$ cat config.mk
export PLATFORM = sky130hd
export DESIGN_NAME = elevator_look_controller_flat
export DESIGN_NICKNAME = d
export VERILOG_FILES = /design/src/design/elc_pkg.sv /design/src/design/elc_channels.sv /design/src/design/elc_scan.sv /design/src/design/elevator_look_controller.sv /design/src/flat_wrapper.sv
export SDC_FILE = /design/constraint.sdc
export NUM_CORES = 1
export LEC_CHECK = 0
export BUFFER_PORTS_ARGS = -buffer_cell sky130_fd_sc_hd__buf_4
export CORE_ASPECT_RATIO = 0.6
export CORE_MARGIN = 2
export CORE_UTILIZATION = 60
export CTS_CLUSTER_SIZE = 28
export DETAILED_ROUTE_END_ITERATION = 6
export MAX_ROUTING_LAYER = met4
export PLACE_DENSITY = 0.77
export SLEW_MARGIN = 20
export SYNTH_ARGS = -nofsm -noshare
export SYNTH_HDL_FRONTEND = slang
export SYNTH_SLANG_ARGS = --single-unit
$ cat constraint.sdc
create_clock -name clock -period 50.3 [get_ports clock]
set_input_delay 5.03 -clock clock [delete_from_list [all_inputs] [get_ports clock]]
set_output_delay 5.03 -clock clock [all_outputs]
set_load 0.01 [all_outputs]
$ cat src/design/elc_pkg.sv
// Shared widths, codes and helpers for the elevator LOOK controller.
`timescale 1ns / 1ps

package elc_pkg;

   // Fixed field widths
   localparam int FLOOR_W     = 4;
   localparam int FLOOR_SLOTS = 1 << FLOOR_W;   // floors an item can name
   localparam int FUNC_W      = 2;
   localparam int SRV_W       = 5;
   localparam int CAP_W       = 6;
   localparam int TRAVEL_W    = 8;
   localparam int LOAD_W      = 6;
   localparam int REQ_CNT_W   = 5;
   localparam int DIR_W       = 2;
   localparam int SPACE_W     = 6;
   localparam int SPACE_MAX   = (1 << SPACE_W) - 1;

   // Configuration port
   localparam int CSR_DATA_W  = 8;
   localparam int CSR_INDEX_W = 2;
   localparam logic [CSR_INDEX_W-1:0] CSR_FLOORS   = 2'd0;
   localparam logic [CSR_INDEX_W-1:0] CSR_CAPACITY = 2'd1;
   localparam logic [CSR_INDEX_W-1:0] CSR_TRAVEL   = 2'd2;

   localparam logic [SRV_W-1:0]    RST_FLOORS   = 5'd16;
   localparam logic [CAP_W-1:0]    RST_CAPACITY = 6'd8;
   localparam logic [TRAVEL_W-1:0] RST_TRAVEL   = 8'd4;

   // Defaults for the top-level parameters
   localparam int DEF_MAX_FLOORS   = 16;
   localparam int DEF_MAX_CAPACITY = 63;

   typedef enum logic [DIR_W-1:0] {
      DIR_IDLE = 2'd0,
      DIR_UP   = 2'd1,
      DIR_DOWN = 2'd2
   } dir_type;

   typedef enum logic [FUNC_W-1:0] {
      FUNC_TICK   = 2'd0,
      FUNC_ADD    = 2'd1,
      FUNC_BOARD  = 2'd2,
      FUNC_UNLOAD = 2'd3
   } func_type;

   // LOOK heading rule: reverse at the last request ahead, pick nearer end when idle
   function automatic dir_type next_heading(input dir_type cur, input logic any_req,
                                            input logic at_top, input logic at_bot,
                                            input logic up_nearer);
      dir_type nxt;
      nxt = cur;
      if (!any_req) begin
         nxt = DIR_IDLE;
      end else if (cur == DIR_UP && at_top) begin
         nxt = DIR_DOWN;
      end else if (cur == DIR_DOWN && at_bot) begin
         nxt = DIR_UP;
      end else if (cur == DIR_IDLE) begin
         nxt = up_nearer ? DIR_UP : DIR_DOWN;
      end
      return nxt;
   endfunction

endpackage

$ cat src/design/elc_channels.sv
// Handshake channels of the elevator controller: request items and result items.
`timescale 1ns / 1ps

interface elc_req_if import elc_pkg::*; ();
   logic               valid;
   logic               ready;
   logic [FUNC_W-1:0]  func;
   logic [FLOOR_W-1:0] floor;

   modport source (output valid, func, floor, input ready);
   modport sink   (input valid, func, floor, output ready);
endinterface

interface elc_rsp_if import elc_pkg::*; ();
   logic                 valid;
   logic                 ready;
   logic [FLOOR_W-1:0]   car_floor;
   logic [DIR_W-1:0]     direction;
   logic [LOAD_W-1:0]    rider_load;
   logic [SPACE_W-1:0]   free_space;
   logic [REQ_CNT_W-1:0] request_count;
   logic [FLOOR_W-1:0]   top_request;
   logic [FLOOR_W-1:0]   bottom_request;
   logic                 accepted;
   logic [LOAD_W-1:0]    unloaded;

   modport source (output valid, car_floor, direction, rider_load, free_space,
                   request_count, top_request, bottom_request, accepted, unloaded,
                   input ready);
   modport sink   (input valid, car_floor, direction, rider_load, free_space,
                   request_count, top_request, bottom_request, accepted, unloaded,
                   output ready);
endinterface

$ cat src/design/elc_scan.sv
// Request map scan: pending count, highest request above and lowest below the car.
`timescale 1ns / 1ps

module elc_scan import elc_pkg::*; #(
   parameter int SLOTS = FLOOR_SLOTS,
   parameter int POS_W = FLOOR_W,
   parameter int CNT_W = $clog2(SLOTS + 1)
) (
   input  logic [SLOTS-1:0] map,
   input  logic [POS_W-1:0] pos,
   input  logic [SRV_W-1:0] served,
   output logic [CNT_W-1:0] count,
   output logic [POS_W-1:0] top,
   output logic [POS_W-1:0] bottom
);

   always_comb begin
      count  = '0;
      top    = pos;
      bottom = pos;
      for (int i = 0; i < SLOTS; i++) begin
         if (map[i] && i < int'(served)) begin
            count = count + CNT_W'(1);
         end
      end
      // ascending pass: last hit is the highest
      for (int i = 0; i < SLOTS; i++) begin
         if (map[i] && i < int'(served) && i > int'(pos)) begin
            top = POS_W'(i);
         end
      end
      // descending pass: last hit is the lowest
      for (int i = SLOTS - 1; i >= 0; i--) begin
         if (map[i] && i < int'(served) && i < int'(pos)) begin
            bottom = POS_W'(i);
         end
      end
   end

endmodule

$ cat src/design/elevator_look_controller.sv
// Top level of the single-car elevator controller with LOOK scheduling.
`timescale 1ns / 1ps

// Usage:
//   req channel carries one item per handshake: func (tick, add target, board,
//   unload here) and floor. rsp channel returns exactly one result item per
//   request item, in order: car floor, direction, load, free space, pending
//   request count, top and bottom requests, accepted flag and unloaded count.
//   csr_we/csr_index/csr_wdata write floors_in_use (0), car_capacity (1) and
//   travel_ticks (2); other indexes are ignored. Write only while no item is
//   in flight.
// Path: an accepted item passes through the input register and then the
//   result register before it is presented on rsp.
// Throughput: one item per cycle unless rsp stalls; each item is handled by
//   one pass of the request scans and heading logic between those two registers.
// Reset (synchronous, active high): car at floor 0, idle, timer 0, no
//   requests, no riders; registers return to 16, 8 and 4.
// Stall: while rsp.ready is low the result register holds; the input register
//   still takes one more item, then req.ready drops until the result moves.
module elevator_look_controller import elc_pkg::*; #(
   parameter int MAX_FLOORS   = DEF_MAX_FLOORS,
   parameter int MAX_CAPACITY = DEF_MAX_CAPACITY
) (
   input  logic                   clock,
   input  logic                   reset,
   elc_req_if.sink                req,
   elc_rsp_if.source              rsp,
   input  logic                   csr_we,
   input  logic [CSR_INDEX_W-1:0] csr_index,
   input  logic [CSR_DATA_W-1:0]  csr_wdata
);

   // Items name floors 0..15 only, so only those can carry requests or riders.
   localparam int SLOTS  = (MAX_FLOORS < FLOOR_SLOTS) ? MAX_FLOORS : FLOOR_SLOTS;
   localparam int SLOT_W = $clog2(SLOTS);
   localparam int POS_W  = $clog2(MAX_FLOORS);
   localparam int CNT_W  = $clog2(SLOTS + 1);

   // configuration
   logic [SRV_W-1:0]    floors_ff;
   logic [CAP_W-1:0]    capacity_ff;
   logic [TRAVEL_W-1:0] travel_ff;

   // car state
   logic [POS_W-1:0]    pos_ff, pos_in;
   dir_type             heading_ff, heading_in;
   logic [TRAVEL_W-1:0] timer_ff, timer_in;
   logic [SLOTS-1:0]    map_ff, map_in;
   logic [LOAD_W-1:0]   riders_ff [SLOTS];
   logic [LOAD_W-1:0]   riders_in [SLOTS];
   logic [LOAD_W-1:0]   load_ff, load_in;

   // input register
   logic                in_valid_ff;
   logic [FUNC_W-1:0]   in_func_ff;
   logic [FLOOR_W-1:0]  in_floor_ff;

   // result register
   logic                 out_valid_ff;
   logic [FLOOR_W-1:0]   out_floor_ff, out_floor_in;
   logic [DIR_W-1:0]     out_dir_ff, out_dir_in;
   logic [LOAD_W-1:0]    out_load_ff;
   logic [SPACE_W-1:0]   out_space_ff, out_space_in;
   logic [REQ_CNT_W-1:0] out_count_ff, out_count_in;
   logic [FLOOR_W-1:0]   out_top_ff, out_top_in;
   logic [FLOOR_W-1:0]   out_bottom_ff, out_bottom_in;
   logic                 out_acc_ff, out_acc_in;
   logic [LOAD_W-1:0]    out_unload_ff, out_unload_in;

   logic                advance;
   func_type            op;
   logic [SRV_W-1:0]    served;
   logic [CAP_W-1:0]    eff_cap;
   logic [TRAVEL_W-1:0] reload;

   logic [CNT_W-1:0]    cnt_a, cnt_b;
   logic [POS_W-1:0]    top_a, bot_a, top_b, bot_b;
   dir_type             head1;
   logic                arrive;
   logic [TRAVEL_W-1:0] timer_dec;

   logic                here_ok;
   logic [LOAD_W-1:0]   here_rd, here_new;
   logic                fl_ok, board_ok, unload_ok;
   logic signed [8:0]   space;

   assign advance   = in_valid_ff && (!out_valid_ff || rsp.ready);
   assign req.ready = !in_valid_ff || advance;
   assign op        = func_type'(in_func_ff);

   // register clamps
   always_comb begin
      if (floors_ff < SRV_W'(2)) begin
         served = SRV_W'(2);
      end else if (int'(floors_ff) > MAX_FLOORS) begin
         served = SRV_W'(MAX_FLOORS);
      end else begin
         served = floors_ff;
      end
      eff_cap = (int'(capacity_ff) > MAX_CAPACITY) ? CAP_W'(MAX_CAPACITY) : capacity_ff;
      reload  = (travel_ff < TRAVEL_W'(2)) ? TRAVEL_W'(1) : travel_ff - TRAVEL_W'(1);
   end

   // scan of the state before the item
   elc_scan #(.SLOTS(SLOTS), .POS_W(POS_W), .CNT_W(CNT_W)) u_scan_cur (
      .map    (map_ff),
      .pos    (pos_ff),
      .served (served),
      .count  (cnt_a),
      .top    (top_a),
      .bottom (bot_a)
   );

   assign head1 = next_heading(heading_ff, cnt_a != '0, pos_ff == top_a, pos_ff == bot_a,
                               (top_a - pos_ff) < (pos_ff - bot_a));

   // tick: travel timer and floor movement
   assign timer_dec = timer_ff - TRAVEL_W'(1);
   always_comb begin
      pos_in   = pos_ff;
      timer_in = timer_ff;
      arrive   = 1'b0;
      if (op == FUNC_TICK && head1 != DIR_IDLE) begin
         if (timer_ff == '0) begin
            timer_in = reload;
         end else begin
            timer_in = timer_dec;
            if (timer_dec == '0) begin
               arrive = 1'b1;
               // saturate at the building limits
               if (head1 == DIR_UP && int'(pos_ff) + 1 < int'(served)) begin
                  pos_in = pos_ff + POS_W'(1);
               end else if (head1 == DIR_DOWN && pos_ff != '0) begin
                  pos_in = pos_ff - POS_W'(1);
               end
            end
         end
      end
   end

   // riders bound for the car's floor after the item (unload keeps the floor)
   assign here_ok = int'(pos_in) < SLOTS;
   assign here_rd = here_ok ? riders_ff[pos_in[SLOT_W-1:0]] : '0;

   always_comb begin
      map_in        = map_ff;
      riders_in     = riders_ff;
      load_in       = load_ff;
      out_acc_in    = 1'b0;
      out_unload_in = '0;
      fl_ok         = int'(in_floor_ff) < int'(served);
      board_ok      = 1'b0;
      unload_ok     = 1'b0;
      case (op)
         FUNC_TICK: begin
            if (arrive && here_ok) begin
               map_in[pos_in[SLOT_W-1:0]] = 1'b0;
            end
         end
         FUNC_ADD: begin
            if (fl_ok) begin
               map_in[in_floor_ff[SLOT_W-1:0]] = 1'b1;
               out_acc_in = 1'b1;
            end
         end
         FUNC_BOARD: begin
            if (fl_ok && load_ff < eff_cap) begin
               board_ok   = 1'b1;
               riders_in[in_floor_ff[SLOT_W-1:0]] =
                  riders_ff[in_floor_ff[SLOT_W-1:0]] + LOAD_W'(1);
               load_in    = load_ff + LOAD_W'(1);
               out_acc_in = 1'b1;
            end
         end
         FUNC_UNLOAD: begin
            if (here_ok && load_ff != '0) begin
               unload_ok     = 1'b1;
               out_unload_in = (here_rd > load_ff) ? load_ff : here_rd;
               load_in       = load_ff - out_unload_in;
               riders_in[pos_in[SLOT_W-1:0]] = '0;
            end
         end
         default: begin
         end
      endcase
   end

   // scan of the state after the item
   elc_scan #(.SLOTS(SLOTS), .POS_W(POS_W), .CNT_W(CNT_W)) u_scan_next (
      .map    (map_in),
      .pos    (pos_in),
      .served (served),
      .count  (cnt_b),
      .top    (top_b),
      .bottom (bot_b)
   );

   always_comb begin
      heading_in = heading_ff;
      if (op == FUNC_TICK) begin
         heading_in = arrive ? next_heading(head1, cnt_b != '0, pos_in == top_b,
                                            pos_in == bot_b, (top_b - pos_in) < (pos_in - bot_b))
                             : head1;
      end

      if (unload_ok) begin
         here_new = '0;
      end else if (board_ok && int'(in_floor_ff) == int'(pos_in)) begin
         here_new = here_rd + LOAD_W'(1);
      end else begin
         here_new = here_rd;
      end

      // riders leaving at a stop free their space
      space = 9'(eff_cap) - 9'(load_in);
      if (timer_in == '0 && heading_in != DIR_IDLE) begin
         space = space + 9'(here_new);
      end
      if (space[8]) begin
         out_space_in = '0;
      end else if (space > 9'sd63) begin
         out_space_in = SPACE_W'(SPACE_MAX);
      end else begin
         out_space_in = space[SPACE_W-1:0];
      end

      out_floor_in  = FLOOR_W'(pos_in);
      out_dir_in    = heading_in;
      out_count_in  = REQ_CNT_W'(cnt_b);
      out_top_in    = FLOOR_W'(top_b);
      out_bottom_in = FLOOR_W'(bot_b);
   end

   always_ff @(posedge clock) begin
      if (reset) begin
         floors_ff    <= RST_FLOORS;
         capacity_ff  <= RST_CAPACITY;
         travel_ff    <= RST_TRAVEL;
         pos_ff       <= '0;
         heading_ff   <= DIR_IDLE;
         timer_ff     <= '0;
         map_ff       <= '0;
         for (int i = 0; i < SLOTS; i++) begin
            riders_ff[i] <= '0;
         end
         load_ff      <= '0;
         in_valid_ff  <= 1'b0;
         out_valid_ff <= 1'b0;
      end else begin
         if (csr_we) begin
            case (csr_index)
               CSR_FLOORS:   floors_ff   <= csr_wdata[SRV_W-1:0];
               CSR_CAPACITY: capacity_ff <= csr_wdata[CAP_W-1:0];
               CSR_TRAVEL:   travel_ff   <= csr_wdata[TRAVEL_W-1:0];
               default: begin
               end
            endcase
         end
         if (req.valid && req.ready) begin
            in_valid_ff <= 1'b1;
         end else if (advance) begin
            in_valid_ff <= 1'b0;
         end
         if (advance) begin
            out_valid_ff <= 1'b1;
            pos_ff       <= pos_in;
            heading_ff   <= heading_in;
            timer_ff     <= timer_in;
            map_ff       <= map_in;
            riders_ff    <= riders_in;
            load_ff      <= load_in;
         end else if (rsp.ready) begin
            out_valid_ff <= 1'b0;
         end
      end
   end

   // payload registers
   always_ff @(posedge clock) begin
      if (req.valid && req.ready) begin
         in_func_ff  <= req.func;
         in_floor_ff <= req.floor;
      end
      if (advance) begin
         out_floor_ff  <= out_floor_in;
         out_dir_ff    <= out_dir_in;
         out_load_ff   <= load_in;
         out_space_ff  <= out_space_in;
         out_count_ff  <= out_count_in;
         out_top_ff    <= out_top_in;
         out_bottom_ff <= out_bottom_in;
         out_acc_ff    <= out_acc_in;
         out_unload_ff <= out_unload_in;
      end
   end

   assign rsp.valid          = out_valid_ff;
   assign rsp.car_floor      = out_floor_ff;
   assign rsp.direction      = out_dir_ff;
   assign rsp.rider_load     = out_load_ff;
   assign rsp.free_space     = out_space_ff;
   assign rsp.request_count  = out_count_ff;
   assign rsp.top_request    = out_top_ff;
   assign rsp.bottom_request = out_bottom_ff;
   assign rsp.accepted       = out_acc_ff;
   assign rsp.unloaded       = out_unload_ff;

endmodule
$ cat src/flat_wrapper.sv
// flat-port wrapper written by rule: the top's interface ports become plain ports
module elevator_look_controller_flat import elc_pkg::*;
#(
   parameter int MAX_FLOORS   = DEF_MAX_FLOORS,
   parameter int MAX_CAPACITY = DEF_MAX_CAPACITY
)
  (clock, reset, csr_we, csr_index, csr_wdata, req_valid, req_func, req_floor, req_ready, rsp_valid, rsp_car_floor, rsp_direction, rsp_rider_load, rsp_free_space, rsp_request_count, rsp_top_request, rsp_bottom_request, rsp_accepted, rsp_unloaded, rsp_ready);
  elc_req_if req_i ();
  elc_rsp_if rsp_i ();
  input  logic clock;
  input  logic reset;
  input  logic csr_we;
  input  logic [CSR_INDEX_W-1:0] csr_index;
  input  logic [CSR_DATA_W-1:0] csr_wdata;
  input wire logic [$bits(req_i.valid)-1:0] req_valid;
  input wire logic [$bits(req_i.func)-1:0] req_func;
  input wire logic [$bits(req_i.floor)-1:0] req_floor;
  output wire logic [$bits(req_i.ready)-1:0] req_ready;
  output wire logic [$bits(rsp_i.valid)-1:0] rsp_valid;
  output wire logic [$bits(rsp_i.car_floor)-1:0] rsp_car_floor;
  output wire logic [$bits(rsp_i.direction)-1:0] rsp_direction;
  output wire logic [$bits(rsp_i.rider_load)-1:0] rsp_rider_load;
  output wire logic [$bits(rsp_i.free_space)-1:0] rsp_free_space;
  output wire logic [$bits(rsp_i.request_count)-1:0] rsp_request_count;
  output wire logic [$bits(rsp_i.top_request)-1:0] rsp_top_request;
  output wire logic [$bits(rsp_i.bottom_request)-1:0] rsp_bottom_request;
  output wire logic [$bits(rsp_i.accepted)-1:0] rsp_accepted;
  output wire logic [$bits(rsp_i.unloaded)-1:0] rsp_unloaded;
  input wire logic [$bits(rsp_i.ready)-1:0] rsp_ready;
  assign req_i.valid = req_valid;
  assign req_i.func = req_func;
  assign req_i.floor = req_floor;
  assign req_ready = req_i.ready;
  assign rsp_valid = rsp_i.valid;
  assign rsp_car_floor = rsp_i.car_floor;
  assign rsp_direction = rsp_i.direction;
  assign rsp_rider_load = rsp_i.rider_load;
  assign rsp_free_space = rsp_i.free_space;
  assign rsp_request_count = rsp_i.request_count;
  assign rsp_top_request = rsp_i.top_request;
  assign rsp_bottom_request = rsp_i.bottom_request;
  assign rsp_accepted = rsp_i.accepted;
  assign rsp_unloaded = rsp_i.unloaded;
  assign rsp_i.ready = rsp_ready;
  elevator_look_controller #(.MAX_FLOORS(MAX_FLOORS), .MAX_CAPACITY(MAX_CAPACITY)) u_core (.clock(clock), .reset(reset), .req(req_i), .rsp(rsp_i), .csr_we(csr_we), .csr_index(csr_index), .csr_wdata(csr_wdata));
endmodule
==> results of run 1 <==
## path summary, 6_finish.rpt
path / startpoint / end / slack, ns / cells past startpoint
max: u_core.floors_ff[4] / u_core.rsp.free_space[4] / 28.23 / 100
min: u_core.map_ff[13] / u_core.map_ff[13] / 0.52 / 2
max reg2reg: u_core.floors_ff[4] / u_core.rsp.free_space[4] / 28.23 / 100
min reg2reg: u_core.map_ff[13] / u_core.map_ff[13] / 0.52 / 2
## cell usage after synthesis, types with 32 or more instances
cell type	n	area (um2)
sky130_fd_sc_hd__a21o_1	32	240.2
sky130_fd_sc_hd__nand3_1	114	570.6
sky130_fd_sc_hd__mux2i_1	41	410.4
sky130_fd_sc_hd__xor2_1	33	289.0
sky130_fd_sc_hd__nand2_1	266	998.5
sky130_fd_sc_hd__a21oi_1	108	540.5
sky130_fd_sc_hd__nor3_1	49	245.2
sky130_fd_sc_hd__inv_1	96	360.4
sky130_fd_sc_hd__a22oi_1	105	788.3
sky130_fd_sc_hd__dfxtp_1	153	3063
sky130_fd_sc_hd__nor2_1	303	1137
sky130_fd_sc_hd__ha_1	97	1214
sky130_fd_sc_hd__clkbuf_1	90	337.8
sky130_fd_sc_hd__xnor2_1	79	691.9
sky130_fd_sc_hd__edfxtp_1	44	1321
sky130_fd_sc_hd__o21ai_0	125	625.6
## metrics by stage
step	hold slack, ns	area (um2)
floorplan	0.4569	18000
global placement	0.4814	18710
detailed placement	0.4906	18710
CTS	0.5053	19310
global route	0.5298	19330
finish	0.5213	19340
## cells by family after synthesis
logic type      share of synthesized area
buf+inv                           0.05053
xor+xnor                          0.09279
compound gates                     0.2416
mux                               0.06944
flops                              0.2436
fa+ha+maj                         0.07521
simple gates                       0.2269
## sequential cells by signal, summed over array words and instances, names as in the netlist, 4 cells and up
signal,cells
u_core.map_ff,16
u_core.rsp.request_count,5
u_core.rsp.rider_load,6
u_core.travel_ff,8
u_core.rsp.bottom_request,4
u_core.rsp.free_space,6
u_core.capacity_ff,6
u_core.riders_ff,96
u_core.in_floor_ff,4
u_core.rsp.unloaded,6
u_core.rsp.car_floor,4
u_core.floors_ff,5
u_core.load_ff,6
u_core.rsp.top_request,4
u_core.timer_ff,8
u_core.pos_ff,4
## power groups by stage
stage	registers, mW	clock network, mW	logic, mW
after global placement	0.174	0	0.135
after detailed placement	0.174	0	0.140
after floorplan	0.173	0	0.104
final	0.171	0.142	0.147
after global routing	0.171	0.148	0.158
after CTS	0.171	0.141	0.141
## critical path: cells and delay by family (launching register included)
family | cells | cell delay [ns]
adder cells (fa/ha/maj) | 20 | 6.08
multiplexers | 5 | 1.03
AND/OR/NAND/NOR | 31 | 4.85
XOR/XNOR | 5 | 1.32
AO/OA/AOI/OAI | 28 | 5.88
flip-flops | 1 | 0.86
buffers and inverters | 11 | 1.69
## final cells by class
cell class | count | area, um2 | area share
Antenna cell | 3 | 7.507 | 0.0003882
Clock buffer | 17 | 425.4 | 0.02200
Clock inverter | 15 | 176.4 | 0.009124
Inverter | 106 | 400.4 | 0.02071
Multi-Input combinational cell | 1860 | 12760 | 0.6600
Sequential cell | 197 | 4384 | 0.2267
Tap cell | 408 | 510.5 | 0.02640
Timing Repair Buffer | 89 | 669.4 | 0.03462
## cells in the final DEF, fill, tap and decap left out, types with 16 or more instances in the layout
| cell type | instances |
|---|---|
| sky130_fd_sc_hd__nor2_1 | 303 |
| sky130_fd_sc_hd__nand2_1 | 266 |
| sky130_fd_sc_hd__dfxtp_1 | 153 |
| sky130_fd_sc_hd__o21ai_0 | 125 |
| sky130_fd_sc_hd__nand3_1 | 114 |
| sky130_fd_sc_hd__a21oi_1 | 108 |
| sky130_fd_sc_hd__a22oi_1 | 104 |
| sky130_fd_sc_hd__inv_1 | 96 |
| sky130_fd_sc_hd__ha_1 | 96 |
| sky130_fd_sc_hd__buf_4 | 87 |
| sky130_fd_sc_hd__xnor2_1 | 75 |
| sky130_fd_sc_hd__nor3_1 | 47 |
| sky130_fd_sc_hd__edfxtp_1 | 44 |
| sky130_fd_sc_hd__mux2i_1 | 41 |
| sky130_fd_sc_hd__xor2_1 | 32 |
| sky130_fd_sc_hd__a21o_1 | 32 |
| sky130_fd_sc_hd__mux4_2 | 31 |
| sky130_fd_sc_hd__nor2b_1 | 23 |
| sky130_fd_sc_hd__a31oi_1 | 23 |
| sky130_fd_sc_hd__and2_1 | 20 |
| sky130_fd_sc_hd__o22ai_1 | 19 |
| sky130_fd_sc_hd__o21a_1 | 19 |
| sky130_fd_sc_hd__o31ai_1 | 19 |
| sky130_fd_sc_hd__a211oi_1 | 17 |
| sky130_fd_sc_hd__and3_1 | 17 |
| sky130_fd_sc_hd__xnor2_2 | 17 |
| sky130_fd_sc_hd__clkbuf_16 | 17 |
| sky130_fd_sc_hd__o211ai_1 | 16 |
## routing by layer
| metal | share of wire | global-route usage |
|---|---|---|
| met2 | 0.39 | 0.5284 |
| met1 | 0.41 | 0.5728 |
| met4 | 0.023 | 0.09735 |
| met5 | 0 | - |
| met3 | 0.17 | 0.1802 |
==> impl_metrics.prom, run 1 <==
# TYPE chip_impl_metric gauge
chip_impl_metric{name="num_io_pins",unit=""} 61
chip_impl_info{name="cp_slowest_cell",value="sky130_fd_sc_hd__dfxtp_1"} 1
chip_impl_metric{name="grt_first_pass_wirelength",unit="um"} 96890
chip_impl_info{name="cts_tree",value="built"} 1
chip_impl_metric{name="final_slew_viol_count",unit=""} 0
chip_impl_metric{name="pin_count_of_the_biggest_net_entering_global_routing",unit=""} 109
chip_impl_metric{name="post_cts.repair.setup_buffers",unit=""} 0
chip_impl_metric{name="fin_cells",unit=""} 2695
chip_impl_metric{name="share_clk_of_total_power",unit=""} 0.309
chip_impl_info{name="failed_checks",value="DRC"} 1
chip_impl_metric{name="die_area",unit="um2"} 31450
chip_impl_info{name="worstSetupEndpointType",value="flop"} 1
chip_impl_metric{name="p_int",unit="mW"} 0.2886
chip_impl_metric{name="netlist-cell-type-count",unit=""} 114
chip_impl_metric{name="timing.critical_path.arrival",unit="ns"} 22.27
chip_impl_metric{name="syn2layout_area_growth",unit="%"} 7.416
chip_impl_info{name="rsz_0062_raised_after_global_routing",value="false"} 1
chip_impl_metric{name="clock_tree.htree_level_count",unit=""} 4
chip_impl_metric{name="post_synth_net_total",unit=""} 2412
chip_impl_metric{name="clkSlewWorstSetupHoldPaths",unit="ns"} 0.09
chip_impl_metric{name="total_routed_length",unit="um"} 63430
chip_impl_metric{name="avgSynthCellArea",unit="um2"} 7.871
chip_impl_info{name="clk_root_buffer_cell",value="sky130_fd_sc_hd__clkbuf_16"} 1
chip_impl_metric{name="grt_pass1_vias",unit=""} 17079
chip_impl_metric{name="vias",unit=""} 18549
chip_impl_metric{name="sequential_group_share_of_total_power",unit=""} 0.372
chip_impl_metric{name="gp_routability_congestion",unit=""} 1.059
chip_impl_metric{name="detail_route.first_pass.iterations",unit=""} 7
chip_impl_info{name="timing.critical_path.mode_cell",value="sky130_fd_sc_hd__ha_1"} 1
chip_impl_metric{name="cts.repair.resized",unit=""} 0
chip_impl_metric{name="drc",unit=""} 12
chip_impl_metric{name="cpPeakStageDelay",unit="ns"} 0.86
chip_impl_metric{name="totalNegativeSetupSlack",unit="ns"} 0
chip_impl_metric{name="drive_gt1_frac",unit=""} 0.1116
chip_impl_info{name="kind_of_start_point_of_the_critical_path",value="flop"} 1
chip_impl_metric{name="setup_viol",unit=""} 0
chip_impl_info{name="min-delay-path-class",value="reg2reg"} 1
chip_impl_metric{name="max_clock_freq",unit="MHz"} 45.31
chip_impl_metric{name="post-route-period-util",unit=""} 0.4388
chip_impl_metric{name="cap_violations",unit=""} 0
chip_impl_metric{name="placedCellCount",unit=""} 2659
chip_impl_metric{name="peakVddDrop",unit="V"} 0.00001994
chip_impl_metric{name="worstMarginPinSlew",unit="ns"} 1.171
chip_impl_metric{name="globalRouteOverflowTotal",unit=""} 0
chip_impl_metric{name="floorplan.initialDensity",unit=""} 0.6054
chip_impl_metric{name="period_needed",unit="ns"} 22.07
chip_impl_metric{name="placeableCoreArea",unit="um2"} 29730
chip_impl_metric{name="finish.net_count",unit=""} 2396
chip_impl_metric{name="clock_skew",unit="ns"} 0.01988
chip_impl_metric{name="detail-route-antenna-nets",unit=""} 0
chip_impl_metric{name="setup_slack",unit="ns"} 28.23
chip_impl_metric{name="worst_slew_margin_rel",unit=""} 0.2132
chip_impl_metric{name="die_height",unit="um"} 138.2
chip_impl_metric{name="p_leak",unit="nW"} 7.692
chip_impl_metric{name="detailedPlacementHpwl",unit="um"} 48100
chip_impl_metric{name="share_comb_of_total_power",unit=""} 0.319
chip_impl_metric{name="cts-root-to-sink-buffers",unit=""} 2
chip_impl_metric{name="cts_num_sinks",unit=""} 197
chip_impl_metric{name="syn_area",unit="um2"} 18000
chip_impl_info{name="synth-main-ff-cell",value="sky130_fd_sc_hd__dfxtp_1"} 1
chip_impl_metric{name="final-hold-violation-count",unit=""} 0
chip_impl_metric{name="sequential_to_total_area_share_from_yosys_stat",unit=""} 0.2436
chip_impl_metric{name="cts_buffers",unit=""} 17
chip_impl_metric{name="dieWidth",unit="um"} 227.6
chip_impl_metric{name="antenna_found_initial",unit=""} 2
chip_impl_metric{name="power_density",unit="nW/um2"} 23.75
chip_impl_metric{name="synth_seq_cells",unit=""} 197
chip_impl_metric{name="viasPerCell",unit=""} 6.883
chip_impl_metric{name="drt-wirelength-per-cell",unit="um"} 23.53
chip_impl_metric{name="critical_path.max_fanout",unit=""} 48
chip_impl_metric{name="fillers",unit=""} 2604
chip_impl_metric{name="holdBufCountCts",unit=""} 0
chip_impl_info{name="status",value="finished with violations"} 1
chip_impl_metric{name="power_switching_share",unit=""} 0.3717
chip_impl_metric{name="power.switching",unit="mW"} 0.1707
chip_impl_metric{name="global_route.usage.total",unit=""} 0.4079
chip_impl_metric{name="number_of_standard_cell_rows_in_the_floorplan",unit=""} 49
chip_impl_metric{name="pre_cts_ws",unit="ns"} 28.86
chip_impl_metric{name="timing.critical_path.required",unit="ns"} 50.50
chip_impl_metric{name="cells_after_synth",unit=""} 2287
chip_impl_info{name="timing_worst_setup_path_type",value="reg2reg"} 1
chip_impl_metric{name="clkLatencyLatePin",unit="ns"} 0.46
chip_impl_metric{name="dr.first_iter.drc_count",unit=""} 2951
chip_impl_metric{name="synth_async_sr_flop_share",unit=""} 0
chip_impl_metric{name="io_buffer_count",unit=""} 60
chip_impl_metric{name="ys.warnings.count",unit=""} 0
chip_impl_metric{name="power_consumption",unit="mW"} 0.4593
chip_impl_metric{name="count_of_flip_flops_with_a_built_in_enable_after_synthesis",unit=""} 44
chip_impl_metric{name="final_core_utilization",unit=""} 0.6503
Note: power is estimated with default switching activity, not from simulation.
==> run 2: changes to the inputs <==
==> constraint.sdc (replaced) <==
create_clock -name clock -period 22 [get_ports clock]
set_input_delay 2.2 -clock clock [delete_from_list [all_inputs] [get_ports clock]]
set_output_delay 2.2 -clock clock [all_outputs]
set_load 0.01 [all_outputs]
==> run 2 against run 1 <==
  * The flow still finishes with violations (DRC)
  * Setup slack worse by 27 ns
  * Final area rose by 0.36%
  * Core utilization up 0.24 points
  * Critical path depth is 3 lower
  * Total power rose by 120%
  * Sequential power up 130%
  * Count of clock-buffer cells in the layout rose by 2
  * Sequential share of layout area decreased by 0.056 points
  * Routed wire length increased by 1.6%
  * Via count fell by 0.38%
  * Global-route usage rose by 0.96 points
  * Worst hold slack got worse by 0.025 ns
  * Highest routed layer unchanged
==> impl_metrics.prom, run 2 (synthesis results as in run 1) <==
# TYPE chip_impl_metric gauge
chip_impl_metric{name="dieWidth",unit="um"} 227.6
chip_impl_metric{name="placeableCoreArea",unit="um2"} 29730
chip_impl_metric{name="largest_register_ff_count",unit=""} 96
chip_impl_metric{name="placedCellCount",unit=""} 2667
chip_impl_metric{name="power_consumption",unit="mW"} 1.029
chip_impl_metric{name="number_of_standard_cell_rows_in_the_floorplan",unit=""} 49
chip_impl_info{name="crit-reg2reg-launch",value="u_core.floors_ff[1]"} 1
chip_impl_metric{name="pin_count_of_the_biggest_net_entering_global_routing",unit=""} 111
chip_impl_metric{name="total_routed_length",unit="um"} 64460
chip_impl_metric{name="die_area",unit="um2"} 31450
chip_impl_info{name="failed_checks",value="DRC"} 1
chip_impl_info{name="rsz_0062_raised_after_global_routing",value="false"} 1
chip_impl_metric{name="worst_slew_margin_rel",unit=""} 0.2366
chip_impl_metric{name="globalRouteOverflowTotal",unit=""} 0
chip_impl_metric{name="cap_violations",unit=""} 0
chip_impl_metric{name="vias",unit=""} 18478
chip_impl_metric{name="ff_latch_area",unit="um2"} 4389
chip_impl_metric{name="detail-route-antenna-nets",unit=""} 0
chip_impl_metric{name="drc",unit=""} 4
chip_impl_metric{name="viasPerCell",unit=""} 6.839
chip_impl_info{name="min_to",value="u_core.map_ff[13]"} 1
chip_impl_info{name="kind_of_start_point_of_the_critical_path",value="flop"} 1
chip_impl_metric{name="cts_buffers",unit=""} 17
chip_impl_info{name="min-delay-path-class",value="reg2reg"} 1
chip_impl_metric{name="timing.critical_path.arrival",unit="ns"} 20.81
chip_impl_metric{name="antenna_found_initial",unit=""} 2
chip_impl_metric{name="die_height",unit="um"} 138.2
chip_impl_info{name="status",value="finished with violations"} 1
chip_impl_metric{name="final_slew_viol_count",unit=""} 0
chip_impl_metric{name="num_io_pins",unit=""} 61
chip_impl_metric{name="p_leak",unit="nW"} 7.742
chip_impl_metric{name="io_buffer_count",unit=""} 60
chip_impl_info{name="clk_root_buffer_cell",value="sky130_fd_sc_hd__clkbuf_16"} 1
chip_impl_metric{name="syn2layout_area_growth",unit="%"} 7.806
chip_impl_info{name="cp_slowest_cell",value="sky130_fd_sc_hd__a2111o_1"} 1
chip_impl_metric{name="detail_route.first_pass.iterations",unit=""} 7
chip_impl_metric{name="critical_path.max_fanout",unit=""} 18
chip_impl_metric{name="cts-root-to-sink-buffers",unit=""} 2
chip_impl_info{name="timing_worst_setup_path_type",value="reg2reg"} 1
chip_impl_metric{name="timing.critical_path.required",unit="ns"} 22.30
chip_impl_metric{name="cts_num_sinks",unit=""} 197
chip_impl_metric{name="totalNegativeSetupSlack",unit="ns"} 0
chip_impl_metric{name="setup_viol",unit=""} 0
chip_impl_metric{name="worstRegToRegCells",unit=""} 97
chip_impl_metric{name="clock_tree.htree_level_count",unit=""} 4
chip_impl_metric{name="area_of_combinational_cells_with_multiple_inputs",unit="um2"} 12820
chip_impl_metric{name="cpPeakStageDelay",unit="ns"} 0.49
chip_impl_metric{name="clock_skew",unit="ns"} 0.01418
chip_impl_metric{name="final-hold-violation-count",unit=""} 0
chip_impl_metric{name="floorplan.initialDensity",unit=""} 0.6054
chip_impl_metric{name="clkLatencyLatePin",unit="ns"} 0.46
chip_impl_info{name="largest_register",value="u_core.riders_ff"} 1
chip_impl_info{name="commonest_non_fill_non_tap_cells_in_the_layout",value="sky130_fd_sc_hd__nor2_1, sky130_fd_sc_hd__nand2_1, sky130_fd_sc_hd__dfxtp_1"} 1
chip_impl_metric{name="r2r_setup_slack",unit="ns"} 1.48
chip_impl_metric{name="grt_pass1_vias",unit=""} 16606
chip_impl_metric{name="global_route.usage.total",unit=""} 0.4175
chip_impl_info{name="hp-start",value="u_core.map_ff[13]"} 1
chip_impl_metric{name="holdPathStages",unit=""} 2
chip_impl_metric{name="drive_gt1_frac",unit=""} 0.1182
chip_impl_metric{name="clkSlewWorstSetupHoldPaths",unit="ns"} 0.08
chip_impl_metric{name="fin_cells",unit=""} 2702
chip_impl_info{name="biggestRegsByFlops",value="u_core.riders_ff (96), u_core.map_ff (16)"} 1
chip_impl_metric{name="power_density",unit="nW/um2"} 53.03
chip_impl_info{name="most_common_library_cell_in_the_layout_ignoring_fill_and_taps",value="sky130_fd_sc_hd__nor2_1"} 1
chip_impl_metric{name="holdBufCountCts",unit=""} 0
chip_impl_info{name="worstReg2RegEnd",value="u_core.rsp.free_space[5]"} 1
chip_impl_metric{name="worstMarginPinSlew",unit="ns"} 1.140
chip_impl_metric{name="grt_first_pass_wirelength",unit="um"} 98040
chip_impl_metric{name="gp_routability_congestion",unit=""} 1.017
chip_impl_info{name="worstSetupEndpointType",value="flop"} 1
chip_impl_info{name="timing.critical_path.mode_cell",value="sky130_fd_sc_hd__ha_1"} 1
chip_impl_metric{name="finish.net_count",unit=""} 2404
chip_impl_metric{name="max_clock_freq",unit="MHz"} 48.74
chip_impl_info{name="cts_tree",value="built"} 1
chip_impl_metric{name="dr.first_iter.drc_count",unit=""} 2876
chip_impl_metric{name="peakVddDrop",unit="V"} 0.00005117
chip_impl_metric{name="detailedPlacementHpwl",unit="um"} 49360
chip_impl_metric{name="post-route-period-util",unit=""} 0.9326
chip_impl_metric{name="drt-wirelength-per-cell",unit="um"} 23.86
chip_impl_metric{name="period_needed",unit="ns"} 20.52
chip_impl_metric{name="fillers",unit=""} 2577
[run 2: cell type report]
class                           instances  area share
Inverter                              106     0.02063
Timing Repair Buffer                   97     0.03772
Clock buffer                           19     0.02340
Antenna cell                            2   0.0002579
Sequential cell                       197      0.2262
Multi-Input combinational cell       1860      0.6607
Tap cell                              408     0.02631
Clock inverter                         13    0.004836
[run 2: worst max path at each step]
stage | slack, ns | startpoint | endpoint | depth (start not counted)
floorplan | 3.70 | u_core.floors_ff[1] | u_core.rsp.free_space[0] | 99
global placement | 1.74 | u_core.floors_ff[4] | u_core.rsp.free_space[2] | 97
detailed placement | 0.77 | u_core.floors_ff[4] | u_core.rsp.free_space[5] | 97
CTS | 0.69 | u_core.floors_ff[4] | u_core.rsp.free_space[5] | 97
global route | 0.003 | u_core.floors_ff[1] | u_core.rsp.free_space[0] | 98
finish | 1.48 | u_core.floors_ff[1] | u_core.rsp.free_space[5] | 97
[run 2: critical path, delay by kind of cell (launching register included)]
family / cells / cell delay, ns
compound gates: 30 / 6.38
xor+xnor: 4 / 1.01
fa+ha+maj: 21 / 6.37
buf+inv: 8 / 0.70
flops: 1 / 0.41
mux: 5 / 1.12
simple gates: 29 / 4.30
[run 2: metrics by stage]
stage | util | hold WS, ns | setup WS (ns) | cell area (um2)
6_report | 0.6526 | 0.4967 | 1.483 | 19410
2_1_floorplan | - | 0.4569 | 3.700 | 18000
3_3_place_gp | 0.6310 | 0.4744 | 1.744 | 18760
4_1_cts | 0.6494 | 0.4952 | 0.6915 | 19310
5_1_grt | 0.6526 | 0.5437 | 0.003421 | 19410
3_5_place_dp | 0.6310 | 0.4824 | 0.7722 | 18760
[run 2: routing by layer]
layer | GRT usage | share of wire | vias up
met5 | - | 0 | -
met4 | 0.09391 | 0.022 | 0
met3 | 0.1481 | 0.16 | 141
met2 | 0.5366 | 0.39 | 1334
met1 | 0.6153 | 0.43 | 8700
li1 | - | - | 8303
[run 2: power by group]
group	internal, mW	switching (mW)	total [mW]
logic	0.126	0.211	0.337
clock network	0.153	0.149	0.302
registers	0.380	0.00922	0.390
[run 2: timing repair]
item                       in CTS  in global routing
setup endpoints to repair       0                 13
buffers inserted                0                  1
resized for setup               0                 15
